**config.mk**
```make
export PLATFORM = sky130hd
export DESIGN_NAME = drive_arming_safety_gate
export DESIGN_NICKNAME = d
export VERILOG_FILES = /design/src/sv/dasg_pkg.sv /design/src/sv/drive_arming_safety_gate.sv
export SDC_FILE = /design/constraint.sdc
export NUM_CORES = 1
export LEC_CHECK = 0
export ABC_CLOCK_PERIOD_IN_PS = 1800
export BUFFER_PORTS_ARGS = -buffer_cell sky130_fd_sc_hd__buf_2
export CORE_AREA = 2 2 61 63
export CTS_BUF_LIST = sky130_fd_sc_hd__clkbuf_4 sky130_fd_sc_hd__clkbuf_8
export DETAILED_ROUTE_END_ITERATION = 7
export DIE_AREA = 0 0 63 65
export SYNTH_ARGS = -nofsm -noshare
export SYNTH_HDL_FRONTEND = slang
export SYNTH_SLANG_ARGS = --single-unit
```
**constraint.sdc**
```tcl
create_clock -name i_clk -period 1.8 [get_ports i_clk]
set_clock_uncertainty 0.15 [all_clocks]
set_input_delay 0.09 -clock i_clk [delete_from_list [all_inputs] [get_ports i_clk]]
set_output_delay 0.09 -clock i_clk [all_outputs]
set_load 0.05 [all_outputs]
```
**src/sv/dasg_pkg.sv**
```systemverilog
package dasg_pkg;

    // Gate mode codes, as reported in the result
    typedef enum logic [2:0] {
        MODE_DISABLED = 3'd0,
        MODE_WAIT_REM = 3'd1,
        MODE_WAIT_MOT = 3'd2,
        MODE_ARMED    = 3'd3,
        MODE_FAULT    = 3'd4
    } t_mode;

    // Request kind carried on the slave tuser
    typedef enum logic {
        OP_SAMPLE = 1'b0,
        OP_CLEAR  = 1'b1
    } t_op;

    localparam int unsigned InDataW  = 8;
    localparam int unsigned OutDataW = 8;

    // Status sample fields, highest bit first
    typedef struct packed {
        logic switch_up;
        logic bus_ok;
        logic motors_up;
        logic link_up;
        logic cfg_ok;
    } t_sample;

    typedef struct packed {
        logic  drive_enable;
        t_mode gate_mode;
    } t_result;

endpackage

```
**src/sv/drive_arming_safety_gate.sv**
```systemverilog
// Drive arming safety gate.
//
// Slave stream: one request per accepted beat. s_axis_tuser selects the kind:
// a status sample (health flags plus arm switch level in s_axis_tdata) or a
// fault clear request (tdata ignored). Master stream: one result per request,
// in request order, with the gate mode and the drive enable.
//
// Pipeline: an accepted request is held in the input register; the mode
// update and the result are computed from it and land in the output
// register, which drives the master side.
// Throughput: one request per cycle while the master side does not stall.
// The only loop is the mode and switch history update, a few gates wide.
//
// Reset (i_rst_n low, synchronous): both stages empty, mode disabled, switch
// history cleared (switch treated as never seen released).
//
// Stall: while the master side holds tready low, the result register holds
// its request and the input register still takes one more request; after
// that s_axis_tready drops until the master side drains.
module drive_arming_safety_gate
    import dasg_pkg::*;
(
    input  logic                i_clk,
    input  logic                i_rst_n,

    input  logic                s_axis_tvalid,
    output logic                s_axis_tready,
    // [0] cfg_ok, [1] link_up, [2] motors_up,
    // [3] bus_ok, [4] switch_up, [7:5] zero
    input  logic [InDataW-1:0]  s_axis_tdata,
    // [0] operation (0 status sample, 1 fault clear)
    input  logic                s_axis_tuser,

    output logic                m_axis_tvalid,
    input  logic                m_axis_tready,
    // [2:0] gate_mode, [3] drive_enable, [7:4] zero
    output logic [OutDataW-1:0] m_axis_tdata
);

    localparam int unsigned SampleW = $bits(t_sample);
    localparam int unsigned ResultW = $bits(t_result);

    // Input register
    logic    r_in_vld;
    t_op     r_in_op;
    t_sample r_in_smp;

    // Output register
    logic    r_out_vld;
    t_result r_out_res;

    // Gate state
    t_mode   r_mode;
    logic    r_last_up;
    logic    r_seen_rel;
    logic    r_rel_after_fault;

    t_mode   n_mode;
    logic    n_last_up;
    logic    n_seen_rel;
    logic    n_rel_after_fault;
    t_result n_res;

    logic    advance;
    logic    in_take;

    // Move the held request into the output stage when it is free or draining
    assign advance       = r_in_vld && (!r_out_vld || m_axis_tready);
    assign s_axis_tready = !r_in_vld || advance;
    assign in_take       = s_axis_tvalid && s_axis_tready;

    always_ff @(posedge i_clk) begin
        if (!i_rst_n) begin
            r_in_vld <= 1'b0;
        end else if (in_take) begin
            r_in_vld <= 1'b1;
        end else if (advance) begin
            r_in_vld <= 1'b0;
        end
    end

    always_ff @(posedge i_clk) begin
        if (in_take) begin
            r_in_op  <= t_op'(s_axis_tuser);
            r_in_smp <= t_sample'(s_axis_tdata[SampleW-1:0]);
        end
    end

    // Next state: mode and switch history for the held request
    always_comb begin
        logic rem;
        logic up;
        logic rising;
        logic rel_now;
        logic healthy;

        rem     = r_in_smp.link_up;
        up      = r_in_smp.switch_up;
        rising  = rem && up && !r_last_up;
        rel_now = rem && !up;
        healthy = r_in_smp.cfg_ok && rem && r_in_smp.motors_up
                  && r_in_smp.bus_ok;

        n_mode            = r_mode;
        n_last_up         = r_last_up;
        n_seen_rel        = r_seen_rel;
        n_rel_after_fault = r_rel_after_fault;

        if (r_in_op == OP_CLEAR) begin
            // Leave fault only once the switch went down since the trip
            if (r_mode == MODE_FAULT && r_rel_after_fault) begin
                n_mode            = MODE_DISABLED;
                n_rel_after_fault = 1'b0;
            end
        end else begin
            if (rel_now) begin
                n_seen_rel = 1'b1;
                if (r_mode == MODE_FAULT) begin
                    n_rel_after_fault = 1'b1;
                end
            end

            unique case (r_mode)
                MODE_FAULT: begin
                    n_mode = MODE_FAULT;
                end
                MODE_ARMED: begin
                    if (!healthy) begin
                        n_mode            = MODE_FAULT;
                        n_rel_after_fault = rel_now;
                    end else if (!up) begin
                        n_mode = MODE_DISABLED;
                    end
                end
                default: begin
                    // Disabled, both waiting modes, and any unused code
                    if (!r_in_smp.cfg_ok) begin
                        n_mode = MODE_DISABLED;
                    end else if (!rem) begin
                        n_mode = MODE_WAIT_REM;
                    end else if (!r_in_smp.motors_up || !r_in_smp.bus_ok) begin
                        n_mode = MODE_WAIT_MOT;
                    end else if (r_seen_rel && rising) begin
                        n_mode = MODE_ARMED;
                    end else begin
                        n_mode = MODE_DISABLED;
                    end
                end
            endcase

            // Switch level only counts while the remote link is up
            if (rem) begin
                n_last_up = up;
            end
        end
    end

    // Result for the held request
    always_comb begin
        n_res.gate_mode    = n_mode;
        n_res.drive_enable = (n_mode == MODE_ARMED);
    end

    always_ff @(posedge i_clk) begin
        if (!i_rst_n) begin
            r_mode            <= MODE_DISABLED;
            r_last_up         <= 1'b0;
            r_seen_rel        <= 1'b0;
            r_rel_after_fault <= 1'b0;
        end else if (advance) begin
            r_mode            <= n_mode;
            r_last_up         <= n_last_up;
            r_seen_rel        <= n_seen_rel;
            r_rel_after_fault <= n_rel_after_fault;
        end
    end

    always_ff @(posedge i_clk) begin
        if (!i_rst_n) begin
            r_out_vld <= 1'b0;
        end else if (advance) begin
            r_out_vld <= 1'b1;
        end else if (m_axis_tready) begin
            r_out_vld <= 1'b0;
        end
    end

    always_ff @(posedge i_clk) begin
        if (advance) begin
            r_out_res <= n_res;
        end
    end

    assign m_axis_tvalid = r_out_vld;
    assign m_axis_tdata  = {{(OutDataW-ResultW){1'b0}}, r_out_res};

endmodule

```
==> results.yml <==
detailed_routing:
  ant_nets: 0
  finalWirelength_um: 1604
  drtPass1Iterations: 4
  viasPerCell: 4.313
  wl_per_cell_um: 10.91
  route.detailed.drc: 0
  vias: 634
  initialDrtViolationCount: 8
power:
  internal_power_uw: 582.0
  combinationalPowerShare_pct: 14.6
  power.density_mw_per_mm2: 731.0
  power.share.sequential_pct: 59.7
  peakVddDrop_v: 0.0004699
  swShare_pct: 27.11
  pwr-share-clk_pct: 25.7
  p_leak_uw: 0.0004225
  switchingPower_uw: 216.5
cells_and_area:
  drive_gt1_share_pct: 27.27
  final_common_cell: "buf_2"
  layout-area-overhead-vs-synth_pct: 31.67
  nNetsFinal: 113
  diodes: 0
  final_cell_mix: "buf_2, dlygate4sd3_1, edfxtp_1, dfxtp_1, o21ai_0"
clocking:
  clk-insertion-delay-late_ns: 0.29
  cts_root_buf: "clkbuf_4"
  cts_setup_buffers: 0
  cts_buffers: 3
  cts.clk_slew.worst_paths_ns: 0.10
  cts_buffer_depth: 2
  clock-sinks: 18
  cts_tree: "built"
  htreeDepth: 1
yosys:
  yosys_warnings: 0
  avgSynthCellArea_um2: 11.52
  synth_seq_area_share_pct: 55.51
  synth-seq-cells: 18
  ys_types: 34
  netlist_area_um2: 829.5
  synth_cells: 72
timing:
  fmax_mhz: 602.7
  rsz0062_at_grt: "no"
  drv_slew: 0
  layout_min_cycle_time_ns: 1.659
  tns_ns: 0
  setup_viol: 0
  holdWs_ns: 0.2256
  finalCritPeriodShare_pct: 92.17
  finalHoldViolCount: 0
worst_setup_path:
  worstPathCellList: "a41oi_1 > a22o_1 > a22o_1 > nor3_2"
  end_kind: "flip-flop"
  slowest_stage: "edfxtp_1"
  r2r_setup_slack_ns: 0.14
  cp_num_buf_inv: 0
  critPathLaunchType: "flip-flop"
  cp_common_cell: "a22o_1"
  critical_path_class: "reg -> reg"
  crit_fanout: 10
  cp.required_ns: 1.70
  cpLargestDelayFamily: "compound AO/OA/AOI/OAI gates"
  crit_arrival_ns: 1.56
  critPathMaxStageDelay_ns: 0.57
global_route:
  grt_pass1_vias: 588
  antenna_found_initial: 0
  grt_usage_pct: 8.488
  grt_pass1_wl_um: 2594
  overflow: 0
  grt_max_degree: 11
floorplanning:
  dieArea_mm2: 0.004095
  dieHeight_um: 65
  die_w_um: 63
  core_area_mm2: 0.003496
  io_pins: 23
  start_util_pct: 23.73
  rows: 22
placed_design:
  place_congestion: 0.8036
  port_buffers: 15
  dp_hpwl_um: 1076
run:
  maxCapViolCount: 0
min_path:
  min-delay-path-class: "in -> reg"
run_status:
  status: "finished clean"
## final timing paths
kind	startpoint	endpoint	depth (start not counted)
worst max-delay path	r_in_op$_DFFE_PP_	m_axis_tdata[3]$_DFFE_PP_	4
worst min-delay path	m_axis_tready	r_mode[2]$_SDFFE_PN0P_	5
worst max register to register	r_in_op$_DFFE_PP_	m_axis_tdata[3]$_DFFE_PP_	4
worst min register to register	r_seen_rel$_SDFFE_PN0P_	r_seen_rel$_SDFFE_PN0P_	1
## area by class of cell
type                            count  area (um2)
Clock buffer                        3       22.52
Clock inverter                      1       3.754
Fill cell                         378        2404
Inverter                            3       11.26
Multi-Input combinational cell     49       357.8
Sequential cell                    18       461.7
Tap cell                           48       60.06
Timing Repair Buffer               25       175.2
## kinds of logic after synthesis
kind of cell | count (synthesis) | share of synthesized area, %
multiplexers | 1 | 1.207
AO/OA/AOI/OAI | 23 | 18.85
AND/OR/NAND/NOR | 21 | 18.40
other | 1 | 0.4521
buffers and inverters | 8 | 5.580
flip-flops | 18 | 55.51
## metrics by stage
| stage | cells | total power [uW] | utilization [%] | worst slack (ns) | area [um2] |
|---|---|---|---|---|---|
| 2_1_floorplan | 75 | 558.8 | - | 0.1357 | 844.6 |
| 3_3_place_gp | 133 | 575.5 | 27.02 | 0.1737 | 944.7 |
| 3_5_place_dp | 133 | 579.9 | 27.02 | 0.1418 | 944.7 |
| 4_1_cts | 147 | 799.6 | 30.64 | 0.1304 | 1071 |
| 5_1_grt | 147 | 835.4 | 31.25 | 0.04812 | 1092 |
| 6_report | 147 | 798.5 | 31.25 | 0.1409 | 1092 |
## power by group through the flow
| stage | combinational, uW | sequential, uW | clock (uW) |
|---|---|---|---|
| 6_report | 117 | 476 | 205 |
| 5_1_grt | 127 | 479 | 229 |
| 4_1_cts | 113 | 474 | 213 |
| 3_5_place_dp | 96.3 | 484 | 0 |
| 3_3_place_gp | 93.4 | 482 | 0 |
| 2_1_floorplan | 65.4 | 493 | 0 |
## metal layers
| metal | share of wire (%) | global-route usage [%] |
|---|---|---|
| met1 | 45 | 9.179 |
| met2 | 49 | 14.23 |
| met3 | 6.1 | 4.688 |
| met4 | 0.56 | 2.500 |
| met5 | 0 | 0 |
## cells in the mapped netlist
| master | n | area [um2] |
|---|---|---|
| buf_4 | 4 | 30.03 |
| o21bai_1 | 1 | 7.510 |
| nand2b_1 | 1 | 6.260 |
| a22o_1 | 2 | 17.52 |
| a21o_2 | 1 | 8.760 |
| a21boi_1 | 2 | 15.01 |
| nand3_1 | 1 | 5.000 |
| a41oi_1 | 1 | 8.760 |
| o21ai_0 | 5 | 25.02 |
| a22oi_1 | 2 | 15.01 |
| inv_1 | 3 | 11.26 |
| nor2_1 | 1 | 3.750 |
| a211oi_1 | 1 | 7.510 |
| a32oi_1 | 1 | 8.760 |
| dfxtp_1 | 8 | 160.2 |
| mux2i_1 | 1 | 10.01 |
| nand4b_1 | 2 | 17.52 |
| nor4b_2 | 1 | 15.01 |
| and2_1 | 1 | 6.260 |
| nand3b_1 | 1 | 7.510 |
| edfxtp_1 | 10 | 300.3 |
| and3b_4 | 1 | 12.51 |
| a21oi_1 | 4 | 20.02 |
| nand2_1 | 3 | 11.26 |
| buf_2 | 1 | 5.000 |
| nand4_1 | 1 | 6.260 |
| nor3_2 | 1 | 10.01 |
| or3_1 | 2 | 12.51 |
| nor3b_2 | 1 | 12.51 |
| a21boi_0 | 1 | 7.510 |
| conb_1 | 1 | 3.750 |
| o21a_1 | 2 | 15.01 |
| nor2b_1 | 3 | 18.77 |
| and2b_1 | 1 | 7.510 |
## flip-flops by register name, summed over array words and instances (netlist names)
signal             cells
m_axis_tdata           4
r_in_vld               1
r_rel_after_fault      1
r_seen_rel             1
r_in_op                1
m_axis_tvalid          1
r_mode                 3
r_last_up              1
r_in_smp               5
## worst reg2reg max path: cells and delay by family, from the launching register on
family	cells	cell delay (ns)
compound gates	3	0.65
flops	1	0.57
simple gates	1	0.04
## timing repair
action                                  in CTS  in global routing
endpoints found under the setup margin       0                  2
hold buffers                                10                  0
resized for setup                            0                  3
hold endpoints to repair                    14                  0
Power figures use the tool's default switching activity.
